===== src/hw/rtl/csvrp_pkg.sv =====
package csvrp_pkg;

   // result kinds
   localparam logic [1:0] KIND_BYTE       = 2'd0;
   localparam logic [1:0] KIND_FIELD_END  = 2'd1;
   localparam logic [1:0] KIND_ROW_END    = 2'd2;
   localparam logic [1:0] KIND_STREAM_END = 2'd3;

   // register indexes on the config port
   localparam logic [1:0] REG_DELIMITER = 2'd0;
   localparam logic [1:0] REG_QUOTE     = 2'd1;
   localparam logic [1:0] REG_TRIM      = 2'd2;
   localparam logic [1:0] REG_BOM       = 2'd3;

   // register reset values
   localparam logic [7:0] DELIMITER_RESET = 8'd44;
   localparam logic [7:0] QUOTE_RESET     = 8'd34;
   localparam logic       TRIM_RESET      = 1'b0;
   localparam logic       BOM_RESET       = 1'b1;

   // special bytes
   localparam logic [7:0] CHAR_LF    = 8'h0A;
   localparam logic [7:0] CHAR_CR    = 8'h0D;
   localparam logic [7:0] CHAR_TAB   = 8'h09;
   localparam logic [7:0] CHAR_SPACE = 8'h20;

   // last matched position of the byte order mark
   localparam logic [1:0] BOM_LAST_POS = 2'd2;

   typedef enum logic [1:0] {
      OP_NONE,
      OP_REPLAY,
      OP_TAKE,
      OP_CLOSE
   } op_type;

   typedef enum logic [1:0] {
      EM_NONE,
      EM_FLUSH,
      EM_FINAL,
      EM_STREAM
   } emit_type;

   typedef enum logic [1:0] {
      BOM_NONE,
      BOM_ADVANCE,
      BOM_FINISH
   } bom_cmd_type;

   // controller to datapath
   typedef struct packed {
      logic        accept;
      op_type      op;
      logic        rep_sel;
      bom_cmd_type bom;
      emit_type    emit;
      logic        finish;
   } cmd_type;

   // datapath to controller
   typedef struct packed {
      logic       cur_eos;
      logic       bom_done;
      logic       bom_match;
      logic [1:0] bom_pos;
      logic       act_emit;
      logic       has_flush;
      logic       flush_last;
      logic       out_free;
      logic       hold_valid;
   } status_type;

   // utf-8 byte order mark bytes
   function automatic logic [7:0] mark_byte(input logic [1:0] pos);
      logic [7:0] b;
      unique case (pos)
         2'd0: b = 8'hEF;
         2'd1: b = 8'hBB;
         2'd2: b = 8'hBF;
         2'd3: b = 8'h00;
      endcase
      return b;
   endfunction

   // space, tab, lf, vt, ff, cr
   function automatic logic is_ws(input logic [7:0] b);
      return (b == CHAR_SPACE) || ((b >= CHAR_TAB) && (b <= CHAR_CR));
   endfunction

endpackage


===== src/hw/rtl/csvrp_if.sv =====
interface csvrp_req_if;
   logic       valid;
   logic       ready;
   logic [7:0] in_byte;
   logic       end_of_stream;

   modport source (output valid, output in_byte, output end_of_stream, input ready);
   modport sink   (input valid, input in_byte, input end_of_stream, output ready);
endinterface

interface csvrp_rsp_if;
   logic       valid;
   logic       ready;
   logic [1:0] kind;
   logic [7:0] out_byte;
   logic       ws_overflow;
   logic       last;

   modport source (output valid, output kind, output out_byte, output ws_overflow,
                   output last, input ready);
   modport sink   (input valid, input kind, input out_byte, input ws_overflow,
                   input last, output ready);
endinterface


===== src/hw/rtl/csvrp_ctrl.sv =====
module csvrp_ctrl (
   input  logic                  clock,
   input  logic                  reset,
   input  logic                  req_valid,
   output logic                  req_ready,
   input  csvrp_pkg::status_type status,
   output csvrp_pkg::cmd_type    cmd
);

   typedef enum logic [3:0] {
      S_IDLE,
      S_DECIDE,
      S_REPLAY,
      S_TAKE,
      S_CLOSE,
      S_FLUSH,
      S_FINAL,
      S_STREAM,
      S_DONE
   } state_type;

   typedef enum logic [1:0] {
      PH_REPLAY,
      PH_TAKE,
      PH_CLOSE
   } phase_type;

   state_type  state_ff, state_in;
   phase_type  phase_ff, phase_in, phase_cur;
   logic       rep_idx_ff, rep_idx_in;
   logic [1:0] rep_n_ff, rep_n_in;
   state_type  adv_state;
   logic       adv_idx;

   assign req_ready = (state_ff == S_IDLE);

   // phase of the op that is running or just ran
   always_comb begin
      unique case (state_ff)
         S_REPLAY: phase_cur = PH_REPLAY;
         S_TAKE:   phase_cur = PH_TAKE;
         S_CLOSE:  phase_cur = PH_CLOSE;
         default:  phase_cur = phase_ff;
      endcase
   end

   // where to go once an op and its results are done
   always_comb begin
      adv_idx = rep_idx_ff;
      unique case (phase_cur)
         PH_REPLAY: begin
            if ((2'({1'b0, rep_idx_ff}) + 2'd1) < rep_n_ff) begin
               adv_state = S_REPLAY;
               adv_idx   = 1'b1;
            end else if (status.cur_eos) begin
               adv_state = S_CLOSE;
            end else begin
               adv_state = S_TAKE;
            end
         end
         PH_TAKE:  adv_state = S_DONE;
         PH_CLOSE: adv_state = S_STREAM;
         default:  adv_state = S_DONE;
      endcase
   end

   // next state and commands
   always_comb begin
      state_in    = state_ff;
      phase_in    = phase_ff;
      rep_idx_in  = rep_idx_ff;
      rep_n_in    = rep_n_ff;
      cmd         = '0;
      cmd.rep_sel = rep_idx_ff;
      unique case (state_ff)
         S_IDLE: begin
            if (req_valid) begin
               cmd.accept = 1'b1;
               state_in   = S_DECIDE;
            end
         end
         S_DECIDE: begin
            rep_idx_in = 1'b0;
            rep_n_in   = status.bom_pos;
            if (status.cur_eos) begin
               if (!status.bom_done && (status.bom_pos != 2'd0)) begin
                  cmd.bom  = csvrp_pkg::BOM_FINISH;
                  state_in = S_REPLAY;
               end else begin
                  state_in = S_CLOSE;
               end
            end else if (status.bom_done) begin
               state_in = S_TAKE;
            end else if (status.bom_match) begin
               cmd.bom  = csvrp_pkg::BOM_ADVANCE;
               state_in = S_DONE;
            end else begin
               cmd.bom  = csvrp_pkg::BOM_FINISH;
               state_in = (status.bom_pos != 2'd0) ? S_REPLAY : S_TAKE;
            end
         end
         S_REPLAY, S_TAKE, S_CLOSE: begin
            priority case (state_ff)
               S_REPLAY: cmd.op = csvrp_pkg::OP_REPLAY;
               S_TAKE:   cmd.op = csvrp_pkg::OP_TAKE;
               default:  cmd.op = csvrp_pkg::OP_CLOSE;
            endcase
            phase_in = phase_cur;
            if (status.act_emit) begin
               state_in = status.has_flush ? S_FLUSH : S_FINAL;
            end else begin
               state_in   = adv_state;
               rep_idx_in = adv_idx;
            end
         end
         S_FLUSH: begin
            if (status.out_free) begin
               cmd.emit = csvrp_pkg::EM_FLUSH;
               if (status.flush_last) begin
                  state_in = S_FINAL;
               end
            end
         end
         S_FINAL: begin
            if (status.out_free) begin
               cmd.emit   = csvrp_pkg::EM_FINAL;
               state_in   = adv_state;
               rep_idx_in = adv_idx;
            end
         end
         S_STREAM: begin
            if (status.out_free) begin
               cmd.emit = csvrp_pkg::EM_STREAM;
               state_in = S_DONE;
            end
         end
         S_DONE: begin
            if (!status.hold_valid || status.out_free) begin
               cmd.finish = 1'b1;
               state_in   = S_IDLE;
            end
         end
         default: state_in = S_IDLE;
      endcase
   end

   // state register
   always_ff @(posedge clock) begin
      if (reset) begin
         state_ff   <= S_IDLE;
         phase_ff   <= PH_TAKE;
         rep_idx_ff <= 1'b0;
         rep_n_ff   <= 2'd0;
      end else begin
         state_ff   <= state_in;
         phase_ff   <= phase_in;
         rep_idx_ff <= rep_idx_in;
         rep_n_ff   <= rep_n_in;
      end
   end

endmodule


===== src/hw/rtl/csvrp_datapath.sv =====
module csvrp_datapath #(
   parameter int MAX_PENDING_WS = 16
) (
   input  logic                  clock,
   input  logic                  reset,
   input  csvrp_pkg::cmd_type    cmd,
   output csvrp_pkg::status_type status,
   input  logic [7:0]            delimiter_char,
   input  logic [7:0]            quote_char,
   input  logic                  trim_enable,
   input  logic                  bom_enable,
   input  logic [7:0]            in_byte,
   input  logic                  end_of_stream,
   output logic                  rsp_valid,
   input  logic                  rsp_ready,
   output logic [1:0]            rsp_kind,
   output logic [7:0]            rsp_out_byte,
   output logic                  rsp_ws_overflow,
   output logic                  rsp_last
);

   localparam int CNT_W = $clog2(MAX_PENDING_WS + 1);
   localparam int IDX_W = (MAX_PENDING_WS > 1) ? $clog2(MAX_PENDING_WS) : 1;

   // current item
   logic [7:0] cur_byte_ff;
   logic       cur_eos_ff;

   // parser state
   logic       in_quoted_ff, in_quoted_in;
   logic       quote_pending_ff, quote_pending_in;
   logic       after_cr_ff, after_cr_in;
   logic       row_started_ff, row_started_in;
   logic       field_is_empty_ff, field_is_empty_in;
   logic [1:0] bom_pos_ff, bom_pos_in;
   logic       bom_done_ff, bom_done_in;
   logic       ovf_ff, ovf_in;
   logic [CNT_W-1:0] count_ff, count_in;
   logic [7:0] ws_store_ff [MAX_PENDING_WS];

   // result of the last op
   logic [1:0]       op_kind_ff;
   logic [7:0]       op_byte_ff;
   logic             op_ovf_ff;
   logic [CNT_W-1:0] flush_n_ff;
   logic [IDX_W-1:0] flush_idx_ff;

   // one result held back until the next one, or the item end, sets last
   logic       hold_valid_ff, hold_valid_in;
   logic [1:0] hold_kind_ff;
   logic [7:0] hold_byte_ff;
   logic       hold_ovf_ff;
   logic [1:0] emit_kind;
   logic [7:0] emit_byte;
   logic       emit_ovf;
   logic       emit_any;
   logic       move;

   // output register
   logic       rsp_valid_ff, rsp_valid_in;
   logic [1:0] rsp_kind_ff;
   logic [7:0] rsp_byte_ff;
   logic       rsp_ovf_ff;
   logic       rsp_last_ff;

   // op decode
   logic [7:0] op_char;
   logic       dispatch;
   logic       do_push;
   logic [7:0] push_val;
   logic       do_end;
   logic [1:0] end_kind;
   logic       end_drop;
   logic       do_flush;
   logic       act_emit;
   logic       st_we;
   logic [1:0] fin_kind;
   logic [7:0] fin_byte;

   assign op_char = (cmd.op == csvrp_pkg::OP_REPLAY) ?
                    csvrp_pkg::mark_byte({1'b0, cmd.rep_sel}) : cur_byte_ff;

   // parser step: one byte, or the stream close
   always_comb begin
      in_quoted_in      = in_quoted_ff;
      quote_pending_in  = quote_pending_ff;
      after_cr_in       = after_cr_ff;
      row_started_in    = row_started_ff;
      field_is_empty_in = field_is_empty_ff;
      bom_pos_in        = bom_pos_ff;
      bom_done_in       = bom_done_ff;
      ovf_in            = ovf_ff;
      count_in          = count_ff;
      dispatch          = 1'b0;
      do_push           = 1'b0;
      push_val          = op_char;
      do_end            = 1'b0;
      end_kind          = csvrp_pkg::KIND_FIELD_END;
      end_drop          = 1'b0;
      do_flush          = 1'b0;
      act_emit          = 1'b0;
      st_we             = 1'b0;
      fin_kind          = csvrp_pkg::KIND_BYTE;
      fin_byte          = 8'h00;

      unique case (cmd.op)
         csvrp_pkg::OP_NONE: begin
         end
         csvrp_pkg::OP_REPLAY, csvrp_pkg::OP_TAKE: begin
            after_cr_in = 1'b0;
            // lf right after a row-ending cr is swallowed
            if (!(after_cr_ff && (op_char == csvrp_pkg::CHAR_LF))) begin
               row_started_in = 1'b1;
               if (quote_pending_ff) begin
                  quote_pending_in = 1'b0;
                  if (op_char == quote_char) begin
                     do_push  = 1'b1;
                     push_val = quote_char;
                  end else begin
                     in_quoted_in = 1'b0;
                     dispatch     = 1'b1;
                  end
               end else if (in_quoted_ff) begin
                  if (op_char == quote_char) begin
                     quote_pending_in = 1'b1;
                  end else begin
                     do_push = 1'b1;
                  end
               end else begin
                  dispatch = 1'b1;
               end
               // outside quotes: delimiter wins over quote
               if (dispatch) begin
                  if (op_char == delimiter_char) begin
                     do_end   = 1'b1;
                     end_kind = csvrp_pkg::KIND_FIELD_END;
                     end_drop = trim_enable;
                  end else if ((op_char == csvrp_pkg::CHAR_LF) ||
                               (op_char == csvrp_pkg::CHAR_CR)) begin
                     do_end         = 1'b1;
                     end_kind       = csvrp_pkg::KIND_ROW_END;
                     end_drop       = trim_enable;
                     row_started_in = 1'b0;
                     after_cr_in    = (op_char == csvrp_pkg::CHAR_CR);
                  end else if ((op_char == quote_char) && field_is_empty_ff) begin
                     in_quoted_in = 1'b1;
                  end else if (!(trim_enable && field_is_empty_ff &&
                                 csvrp_pkg::is_ws(op_char))) begin
                     do_push = 1'b1;
                  end
               end
            end
         end
         csvrp_pkg::OP_CLOSE: begin
            // a pending quote closes the quoting
            if (quote_pending_ff) begin
               quote_pending_in = 1'b0;
               in_quoted_in     = 1'b0;
            end
            if (row_started_ff) begin
               do_end   = 1'b1;
               end_kind = csvrp_pkg::KIND_ROW_END;
               end_drop = trim_enable && !(in_quoted_ff && !quote_pending_ff);
            end
         end
      endcase

      // field byte: hold whitespace or flush and emit
      if (do_push) begin
         field_is_empty_in = 1'b0;
         if (trim_enable && csvrp_pkg::is_ws(push_val)) begin
            if (count_ff < CNT_W'(MAX_PENDING_WS)) begin
               st_we = 1'b1;
            end else begin
               ovf_in = 1'b1;
            end
         end else begin
            act_emit = 1'b1;
            do_flush = 1'b1;
            fin_kind = csvrp_pkg::KIND_BYTE;
            fin_byte = push_val;
         end
      end

      // field end: drop or flush held whitespace
      if (do_end) begin
         act_emit          = 1'b1;
         fin_kind          = end_kind;
         fin_byte          = 8'h00;
         ovf_in            = 1'b0;
         field_is_empty_in = 1'b1;
         if (end_drop) begin
            count_in = '0;
         end else begin
            do_flush = 1'b1;
         end
      end

      if (do_flush) begin
         count_in = '0;
      end
      if (st_we) begin
         count_in = count_ff + CNT_W'(1);
      end

      // byte order mark tracking
      unique case (cmd.bom)
         csvrp_pkg::BOM_NONE: begin
         end
         csvrp_pkg::BOM_ADVANCE: begin
            if (bom_pos_ff == csvrp_pkg::BOM_LAST_POS) begin
               bom_done_in = 1'b1;
               bom_pos_in  = 2'd0;
            end else begin
               bom_pos_in = bom_pos_ff + 2'd1;
            end
         end
         csvrp_pkg::BOM_FINISH: begin
            bom_done_in = 1'b1;
            bom_pos_in  = 2'd0;
         end
         default: begin
         end
      endcase

      // stream end: back to stream start
      if (cmd.emit == csvrp_pkg::EM_STREAM) begin
         in_quoted_in      = 1'b0;
         quote_pending_in  = 1'b0;
         after_cr_in       = 1'b0;
         row_started_in    = 1'b0;
         field_is_empty_in = 1'b1;
         bom_pos_in        = 2'd0;
         bom_done_in       = 1'b0;
         ovf_in            = 1'b0;
         count_in          = '0;
      end
   end

   // parser state registers
   always_ff @(posedge clock) begin
      if (reset) begin
         in_quoted_ff      <= 1'b0;
         quote_pending_ff  <= 1'b0;
         after_cr_ff       <= 1'b0;
         row_started_ff    <= 1'b0;
         field_is_empty_ff <= 1'b1;
         bom_pos_ff        <= 2'd0;
         bom_done_ff       <= 1'b0;
         ovf_ff            <= 1'b0;
         count_ff          <= '0;
         cur_eos_ff        <= 1'b0;
      end else begin
         in_quoted_ff      <= in_quoted_in;
         quote_pending_ff  <= quote_pending_in;
         after_cr_ff       <= after_cr_in;
         row_started_ff    <= row_started_in;
         field_is_empty_ff <= field_is_empty_in;
         bom_pos_ff        <= bom_pos_in;
         bom_done_ff       <= bom_done_in;
         ovf_ff            <= ovf_in;
         count_ff          <= count_in;
         if (cmd.accept) begin
            cur_eos_ff <= end_of_stream;
         end
      end
   end

   // item byte, whitespace store and op result
   always_ff @(posedge clock) begin
      if (cmd.accept) begin
         cur_byte_ff <= in_byte;
      end
      if (st_we) begin
         ws_store_ff[count_ff[IDX_W-1:0]] <= push_val;
      end
      if (cmd.op != csvrp_pkg::OP_NONE) begin
         op_kind_ff   <= fin_kind;
         op_byte_ff   <= fin_byte;
         op_ovf_ff    <= ovf_ff;
         flush_n_ff   <= do_flush ? count_ff : '0;
         flush_idx_ff <= '0;
      end else if (cmd.emit == csvrp_pkg::EM_FLUSH) begin
         flush_idx_ff <= flush_idx_ff + IDX_W'(1);
      end
   end

   // result selection
   always_comb begin
      unique case (cmd.emit)
         csvrp_pkg::EM_FLUSH: begin
            emit_kind = csvrp_pkg::KIND_BYTE;
            emit_byte = ws_store_ff[flush_idx_ff];
            emit_ovf  = op_ovf_ff;
         end
         csvrp_pkg::EM_FINAL: begin
            emit_kind = op_kind_ff;
            emit_byte = op_byte_ff;
            emit_ovf  = op_ovf_ff;
         end
         csvrp_pkg::EM_STREAM: begin
            emit_kind = csvrp_pkg::KIND_STREAM_END;
            emit_byte = 8'h00;
            emit_ovf  = 1'b0;
         end
         default: begin
            emit_kind = csvrp_pkg::KIND_BYTE;
            emit_byte = 8'h00;
            emit_ovf  = 1'b0;
         end
      endcase
   end

   assign emit_any = (cmd.emit != csvrp_pkg::EM_NONE);
   assign move     = (emit_any || cmd.finish) && hold_valid_ff;

   always_comb begin
      hold_valid_in = hold_valid_ff;
      if (emit_any) begin
         hold_valid_in = 1'b1;
      end else if (cmd.finish) begin
         hold_valid_in = 1'b0;
      end
      rsp_valid_in = rsp_valid_ff;
      if (move) begin
         rsp_valid_in = 1'b1;
      end else if (rsp_ready) begin
         rsp_valid_in = 1'b0;
      end
   end

   // hold stage and output register
   always_ff @(posedge clock) begin
      if (reset) begin
         hold_valid_ff <= 1'b0;
         rsp_valid_ff  <= 1'b0;
      end else begin
         hold_valid_ff <= hold_valid_in;
         rsp_valid_ff  <= rsp_valid_in;
      end
   end

   always_ff @(posedge clock) begin
      if (emit_any) begin
         hold_kind_ff <= emit_kind;
         hold_byte_ff <= emit_byte;
         hold_ovf_ff  <= emit_ovf;
      end
      if (move) begin
         rsp_kind_ff <= hold_kind_ff;
         rsp_byte_ff <= hold_byte_ff;
         rsp_ovf_ff  <= hold_ovf_ff;
         rsp_last_ff <= cmd.finish;
      end
   end

   assign rsp_valid       = rsp_valid_ff;
   assign rsp_kind        = rsp_kind_ff;
   assign rsp_out_byte    = rsp_byte_ff;
   assign rsp_ws_overflow = rsp_ovf_ff;
   assign rsp_last        = rsp_last_ff;

   // status back to the controller
   assign status.cur_eos    = cur_eos_ff;
   assign status.bom_done   = bom_done_ff;
   assign status.bom_match  = bom_enable && !bom_done_ff && (bom_pos_ff != 2'd3) &&
                              (cur_byte_ff == csvrp_pkg::mark_byte(bom_pos_ff));
   assign status.bom_pos    = bom_pos_ff;
   assign status.act_emit   = act_emit;
   assign status.has_flush  = do_flush && (count_ff != '0);
   assign status.flush_last = ((CNT_W'(flush_idx_ff) + CNT_W'(1)) == flush_n_ff);
   assign status.out_free   = !rsp_valid_ff || rsp_ready;
   assign status.hold_valid = hold_valid_ff;

endmodule


===== src/hw/rtl/csv_row_parser_core.sv =====
// csv row parser core
// Splits a CSV byte stream into field bytes, field ends, row ends and a
// stream end. req_bus carries one raw byte per beat, or an end-of-stream
// beat; rsp_bus carries one result per beat, with last set on the final
// result caused by each request beat. Delimiter, quote, trimming and
// byte order mark stripping are set through the APB port at byte addresses
// 0, 4, 8 and 12; the user must write them only while the block is idle,
// which the block does not enforce. Requests are handled one at a time:
// the controller decides, replays held byte order mark bytes, takes the
// byte or closes the stream, and walks the results one per cycle while the
// receiver does not stall, through the held-whitespace store and the single
// output register; a matched mark byte goes to the finish. The first result
// shows on rsp_bus once the next one (or the end of the beat) is known.
// Reset returns the registers to their defaults and the parser to stream
// start. When the receiver stalls, the output register holds its beat and
// the controller waits, so req_bus ready stays low until the beat is done.
module csv_row_parser_core #(
   parameter int MAX_PENDING_WS = 16
) (
   input  logic        clock,
   input  logic        reset,
   csvrp_req_if.sink   req_bus,
   csvrp_rsp_if.source rsp_bus,
   input  logic        psel,
   input  logic        penable,
   input  logic        pwrite,
   input  logic [3:0]  paddr,
   input  logic [31:0] pwdata,
   output logic [31:0] prdata,
   output logic        pready
);

   logic [7:0] delimiter_char_ff;
   logic [7:0] quote_char_ff;
   logic       trim_enable_ff;
   logic       bom_enable_ff;
   logic       csr_write;
   logic [1:0] csr_index;

   csvrp_pkg::cmd_type    cmd;
   csvrp_pkg::status_type status;

   // config registers
   assign pready    = 1'b1;
   assign csr_write = psel && penable && pwrite;
   assign csr_index = paddr[3:2];

   always_ff @(posedge clock) begin
      if (reset) begin
         delimiter_char_ff <= csvrp_pkg::DELIMITER_RESET;
         quote_char_ff     <= csvrp_pkg::QUOTE_RESET;
         trim_enable_ff    <= csvrp_pkg::TRIM_RESET;
         bom_enable_ff     <= csvrp_pkg::BOM_RESET;
      end else if (csr_write) begin
         unique case (csr_index)
            csvrp_pkg::REG_DELIMITER: delimiter_char_ff <= pwdata[7:0];
            csvrp_pkg::REG_QUOTE:     quote_char_ff     <= pwdata[7:0];
            csvrp_pkg::REG_TRIM:      trim_enable_ff    <= pwdata[0];
            csvrp_pkg::REG_BOM:       bom_enable_ff     <= pwdata[0];
         endcase
      end
   end

   // register readback
   always_comb begin
      unique case (csr_index)
         csvrp_pkg::REG_DELIMITER: prdata = {24'h0, delimiter_char_ff};
         csvrp_pkg::REG_QUOTE:     prdata = {24'h0, quote_char_ff};
         csvrp_pkg::REG_TRIM:      prdata = {31'h0, trim_enable_ff};
         csvrp_pkg::REG_BOM:       prdata = {31'h0, bom_enable_ff};
      endcase
   end

   // sequencer
   csvrp_ctrl u_ctrl (
      .clock     (clock),
      .reset     (reset),
      .req_valid (req_bus.valid),
      .req_ready (req_bus.ready),
      .status    (status),
      .cmd       (cmd)
   );

   // parser state, whitespace store and result path
   csvrp_datapath #(
      .MAX_PENDING_WS (MAX_PENDING_WS)
   ) u_datapath (
      .clock           (clock),
      .reset           (reset),
      .cmd             (cmd),
      .status          (status),
      .delimiter_char  (delimiter_char_ff),
      .quote_char      (quote_char_ff),
      .trim_enable     (trim_enable_ff),
      .bom_enable      (bom_enable_ff),
      .in_byte         (req_bus.in_byte),
      .end_of_stream   (req_bus.end_of_stream),
      .rsp_valid       (rsp_bus.valid),
      .rsp_ready       (rsp_bus.ready),
      .rsp_kind        (rsp_bus.kind),
      .rsp_out_byte    (rsp_bus.out_byte),
      .rsp_ws_overflow (rsp_bus.ws_overflow),
      .rsp_last        (rsp_bus.last)
   );

   // a new request beat never finds a result still held back
   a_accept_clean: assert property (@(posedge clock) disable iff (reset)
      (req_bus.valid && req_bus.ready) |-> !status.hold_valid)
      else $error("request accepted while a result is still held");

   // stream end is always the final result of its beat
   a_stream_end_last: assert property (@(posedge clock) disable iff (reset)
      (rsp_bus.valid && (rsp_bus.kind == csvrp_pkg::KIND_STREAM_END)) |-> rsp_bus.last)
      else $error("stream end without last");

   // only field bytes carry a byte value
   a_mark_zero_byte: assert property (@(posedge clock) disable iff (reset)
      (rsp_bus.valid && (rsp_bus.kind != csvrp_pkg::KIND_BYTE)) |-> (rsp_bus.out_byte == 8'h00))
      else $error("mark result carries a nonzero byte");

   // the stream end result carries no overflow
   a_stream_end_ovf: assert property (@(posedge clock) disable iff (reset)
      (rsp_bus.valid && (rsp_bus.kind == csvrp_pkg::KIND_STREAM_END)) |-> !rsp_bus.ws_overflow)
      else $error("stream end with overflow flag");

endmodule

===== src/flat_wrapper.sv =====
// flat-port wrapper written by rule: the top's interface ports become plain ports
module csv_row_parser_core_flat 
#(
   parameter int MAX_PENDING_WS = 16
)
  (clock, reset, psel, penable, pwrite, paddr, pwdata, prdata, pready, req_bus_valid, req_bus_in_byte, req_bus_end_of_stream, req_bus_ready, rsp_bus_valid, rsp_bus_kind, rsp_bus_out_byte, rsp_bus_ws_overflow, rsp_bus_last, rsp_bus_ready);
  csvrp_req_if req_bus_i ();
  csvrp_rsp_if rsp_bus_i ();
  input  logic clock;
  input  logic reset;
  input  logic psel;
  input  logic penable;
  input  logic pwrite;
  input  logic [3:0] paddr;
  input  logic [31:0] pwdata;
  output logic [31:0] prdata;
  output logic pready;
  input wire logic [$bits(req_bus_i.valid)-1:0] req_bus_valid;
  input wire logic [$bits(req_bus_i.in_byte)-1:0] req_bus_in_byte;
  input wire logic [$bits(req_bus_i.end_of_stream)-1:0] req_bus_end_of_stream;
  output wire logic [$bits(req_bus_i.ready)-1:0] req_bus_ready;
  output wire logic [$bits(rsp_bus_i.valid)-1:0] rsp_bus_valid;
  output wire logic [$bits(rsp_bus_i.kind)-1:0] rsp_bus_kind;
  output wire logic [$bits(rsp_bus_i.out_byte)-1:0] rsp_bus_out_byte;
  output wire logic [$bits(rsp_bus_i.ws_overflow)-1:0] rsp_bus_ws_overflow;
  output wire logic [$bits(rsp_bus_i.last)-1:0] rsp_bus_last;
  input wire logic [$bits(rsp_bus_i.ready)-1:0] rsp_bus_ready;
  assign req_bus_i.valid = req_bus_valid;
  assign req_bus_i.in_byte = req_bus_in_byte;
  assign req_bus_i.end_of_stream = req_bus_end_of_stream;
  assign req_bus_ready = req_bus_i.ready;
  assign rsp_bus_valid = rsp_bus_i.valid;
  assign rsp_bus_kind = rsp_bus_i.kind;
  assign rsp_bus_out_byte = rsp_bus_i.out_byte;
  assign rsp_bus_ws_overflow = rsp_bus_i.ws_overflow;
  assign rsp_bus_last = rsp_bus_i.last;
  assign rsp_bus_i.ready = rsp_bus_ready;
  csv_row_parser_core #(.MAX_PENDING_WS(MAX_PENDING_WS)) u_core (.clock(clock), .reset(reset), .req_bus(req_bus_i), .rsp_bus(rsp_bus_i), .psel(psel), .penable(penable), .pwrite(pwrite), .paddr(paddr), .pwdata(pwdata), .prdata(prdata), .pready(pready));
endmodule

===== config.mk =====
export PLATFORM = sky130hd
export DESIGN_NAME = csv_row_parser_core_flat
export DESIGN_NICKNAME = d
export VERILOG_FILES = /design/src/hw/rtl/csvrp_pkg.sv /design/src/hw/rtl/csvrp_if.sv /design/src/hw/rtl/csvrp_ctrl.sv /design/src/hw/rtl/csvrp_datapath.sv /design/src/hw/rtl/csv_row_parser_core.sv /design/src/flat_wrapper.sv
export SDC_FILE = /design/constraint.sdc
export NUM_CORES = 1
export LEC_CHECK = 0
export BUFFER_PORTS_ARGS = -buffer_cell sky130_fd_sc_hd__buf_2
export CORE_ASPECT_RATIO = 1.4
export CORE_MARGIN = 5
export CORE_UTILIZATION = 59
export CTS_CLUSTER_SIZE = 16
export DETAILED_ROUTE_END_ITERATION = 12
export MAX_ROUTING_LAYER = met4
export PLACE_DENSITY = 0.79
export SETUP_SLACK_MARGIN = 0.02
export SYNTH_ARGS = -nofsm -noshare
export SYNTH_HDL_FRONTEND = slang
export SYNTH_SLANG_ARGS = --single-unit

===== constraint.sdc =====
create_clock -name clock -period 4.7 [get_ports clock]
set_input_delay 0.235 -clock clock [delete_from_list [all_inputs] [get_ports clock]]
set_output_delay 0.235 -clock clock [all_outputs]
set_load 0.05 [all_outputs]

==> results_dict.tcl <==
set metrics [dict create \
    slew-limit-headroom 0.260 \
    cp.arrival_ns 4.43 \
    reg2reg_from "u_core.u_ctrl.state_ff[1]" \
    timing_hold_violations_final 0 \
    rsz0062_at_grt "false" \
    wirelength_um 23300 \
    synthCells 790 \
    wire_per_inst_um 21.0 \
    synth_most_common_cell "edfxtp_1" \
    cp-start-kind "register" \
    synth_ff_type "edfxtp_1" \
    multi_input_area_um2 3850 \
    status "complete, no violations" \
    power_leakage_nw 4.18 \
    powerDensity_nw_per_um2 514 \
    ioPinCount 99 \
    ys_seq_elements 227 \
    r2r-end "u_core.u_datapath.ws_store_ff[0][1]" \
    ys_seq_area_frac 0.599 \
    cpMostUsedCell "a21oi_2" \
    finalSetupTns_ns 0 \
    criticalPathCategory "register to register" \
    dieArea_um2 20600 \
    timing.final.ws_setup_ns 0.475 \
    reg2regPathDepth 12 \
    n_antenna_cell 0 \
    fin_worst_skew_ns 0.0122 \
    fillers 1242 \
    cts_tree "yes" \
    max_stage_delay_ns 0.69 \
    die_y_um 168 \
    cp_num_cells 12 \
    grt-ovfl-total 0 \
    cap_viol_max_count 0 \
    holdPathStages 3 \
    regArea_um2 6300 \
    avgViaCountPerCell 6.02 \
    rows 57 \
    setup_viol 0 \
    clk_pin_slew_worst_paths_ns 0.07 \
    clock-sinks 227 \
    final_net_count 932 \
    cp_cell_sequence "or3_1 -> a21o_1 -> ha_1 -> nor2_1 -> nand3b_1 -> a2111oi_4 -> a21oi_2 -> o211ai_1 -> a21oi_2 -> nand2_1 -> nor3_1 -> buf_4" \
    crit_path_end_kind "register" \
    antenna_found_initial 0 \
    avgSynthCellArea_um2 13.3 \
    synth-edff-count 175 \
    numCtsBuffers 21 \
    critPathMaxFanout 19 \
    numPortBuffers 47 \
    whs_endpoint "u_core.quote_char_ff[7]" \
    gp_congestion 0.923 \
    yosys_warnings 0 \
    fin_crit_sh 0.899 \
    post_cts_buffers 0 \
    synth.top_cell.area_share 0.500 \
    root_buffer "clkbuf_16" \
    critical-path-top-delay-family "simple AND/OR/NAND/NOR gates" \
    hp-start "pwdata[7]" \
    grt_max_degree 34 \
    design.core.area_um2 17500 \
    postCtsResizedCells 0 \
    syn_area_um2 10500 \
    tightest_slew_ns 1.11 \
    post-route-min-period_ns 4.23 \
    min_path_type "primary input to register" \
    hpwl_um 15900 \
    drc 0 \
    finalMaxSlewViolations 0 \
    place_ws_ns 0.636 \
    die_w_um 123 \
    ff2ff_setup_slack_ns 0.47 \
    cp_data_required_time_ns 4.90 \
    htreeDepth 1 \
    drt_iter0_markers 557 \
    synthArstFlopShare 0 \
    synth_commonest_cells "175 x edfxtp_1, 92 x nor2_1, 52 x dfxtp_1" \
    fmax_mhz 237 \
    clk_latency_ns 0.50 \
    netlist-cell-type-count 75 \
    cp_slowest_cell "dfxtp_1" \
    dr.pass1.iters 5 \
    synth_area_leaders "edfxtp_1 50%, dfxtp_1 9.9%, mux4_2 8.8%, nor2_1 3.3%, ha_1 2.5%" \
    via_count 6666 \
    clk_path_buf_depth 3 \
    ant_nets 0 \
    ir_drop_v 0.000378 \
    synth_top_area_cell "edfxtp_1" \
    track_usage 0.235 \
    start_util 0.602 \
    synthToLayoutAreaGrowth_pct 11.5 \
    grt_pass1_wl_um 36500 \
    grt_pass1_vias 6701 \
    cp_num_buf_inv 1 \
    final_layout_size_suffix_gt1_frac 0.183 \
]
## area by class of cell
cell class,instances,area share
Sequential cell,227,0.537
Multi-Input combinational cell,496,0.329
Timing Repair Buffer,83,0.0463
Clock buffer,24,0.0458
Tap cell,236,0.0252
Inverter,30,0.00961
Clock inverter,12,0.00673
## timing repair
item,4_1_cts,5_1_grt
endpoints found under the setup margin,0,0
hold endpoints to repair,16,0
hold buffers,15,0
## cells by family (layout without fill, tap and decap cells)
kind of cell    Yosys count  after routing  synth area share
mux                      64             64             0.110
compound gates          117            117            0.0894
xor+xnor                 22             22            0.0183
buf+inv                  90            149            0.0427
simple gates            247            247             0.115
flops                   227            227             0.599
fa+ha+maj                21             21            0.0250
other cells               2             25          0.000714
## sequential cells by signal, summed over array words and instances (netlist names), 4 cells and up, named ones only
signal / cells
u_core.quote_char_ff: 8
u_core.u_datapath.hold_byte_ff: 8
u_core.u_datapath.count_ff: 5
u_core.delimiter_char_ff: 8
u_core.u_datapath.flush_n_ff: 5
u_core.u_datapath.cur_byte_ff: 8
u_core.u_datapath.ws_store_ff: 128
u_core.u_datapath.op_byte_ff: 8
u_core.u_ctrl.state_ff: 4
u_core.u_datapath.flush_idx_ff: 4
u_core.u_datapath.rsp_out_byte: 8
## worst min-delay path: cells and delay by family
kind,cells,cell delay [ns]
buffers and inverters,1,0.10
muxes,1,0.06
and+or+nand+nor,1,0.08
## power breakdown
part           switching, mW  total (mW)  internal [mW]
Clock                  0.717        1.55          0.831
Sequential             0.197        2.75           2.55
Combinational           1.13        1.73          0.596
Total                   2.04        6.02           3.98
## per-layer routing
layer  vias up  global-route usage  routed length [um]
met1      3337               0.282                8730
li1       3034                   -                   -
met4         0              0.0775                 804
met5         -                   -                   0
met3        55              0.0262                1250
met2       240               0.412               12500
## layout by cell type, fill, tap and decap left out, types with 4 or more instances in the layout
| cell | Yosys | layout |
|---|---|---|
| buf_2 | 5 | 47 |
| a211o_1 | 5 | 5 |
| conb_1 | 2 | 25 |
| clkbuf_16 | 0 | 21 |
| nor2_1 | 92 | 92 |
| a21o_1 | 10 | 10 |
| a22oi_1 | 12 | 12 |
| a21oi_1 | 26 | 26 |
| ha_1 | 21 | 21 |
| o211ai_1 | 4 | 4 |
| xnor2_1 | 9 | 9 |
| mux2i_1 | 23 | 23 |
| xor2_1 | 13 | 13 |
| nand2b_1 | 13 | 13 |
| nand3_1 | 18 | 18 |
| edfxtp_1 | 175 | 175 |
| a211oi_1 | 4 | 4 |
| o21ai_0 | 11 | 11 |
| buf_4 | 26 | 21 |
| inv_1 | 29 | 29 |
| nor2b_1 | 26 | 26 |
| clkinv_2 | 0 | 4 |
| dlygate4sd3_1 | 0 | 15 |
| nand2_1 | 45 | 45 |
| nor3_1 | 16 | 16 |
| and3_1 | 4 | 4 |
| mux4_2 | 41 | 41 |
| nor4_1 | 4 | 4 |
| dfxtp_1 | 52 | 51 |
## through the flow
stage               utilization  cell area, um2  hold slack [ns]  power, mW  instances
finish                    0.671           11700           0.0168       6.02       1108
global route              0.671           11700           0.0449       6.30       1108
CTS                       0.671           11700           0.0119       6.05       1108
detailed placement        0.627           11000            0.405       4.49       1057
global placement          0.627           11000            0.402       4.41       1057
floorplan                     -           10600            0.334       3.99        813
## worst max path at each step
stage,start,endpoint,slack [ns]
floorplan,u_core.u_ctrl.state_ff[2],u_core.u_datapath.ws_store_ff[3][0],0.53
global placement,u_core.u_ctrl.state_ff[1],u_core.u_datapath.ws_store_ff[3][2],0.75
detailed placement,u_core.u_ctrl.state_ff[1],u_core.u_datapath.ws_store_ff[0][4],0.64
CTS,u_core.u_ctrl.state_ff[1],u_core.u_datapath.ws_store_ff[0][6],0.52
global route,u_core.u_ctrl.state_ff[1],u_core.u_datapath.ws_store_ff[0][0],0.18
finish,u_core.u_ctrl.state_ff[1],u_core.u_datapath.ws_store_ff[0][1],0.47
(Power assumes the default switching activity.)
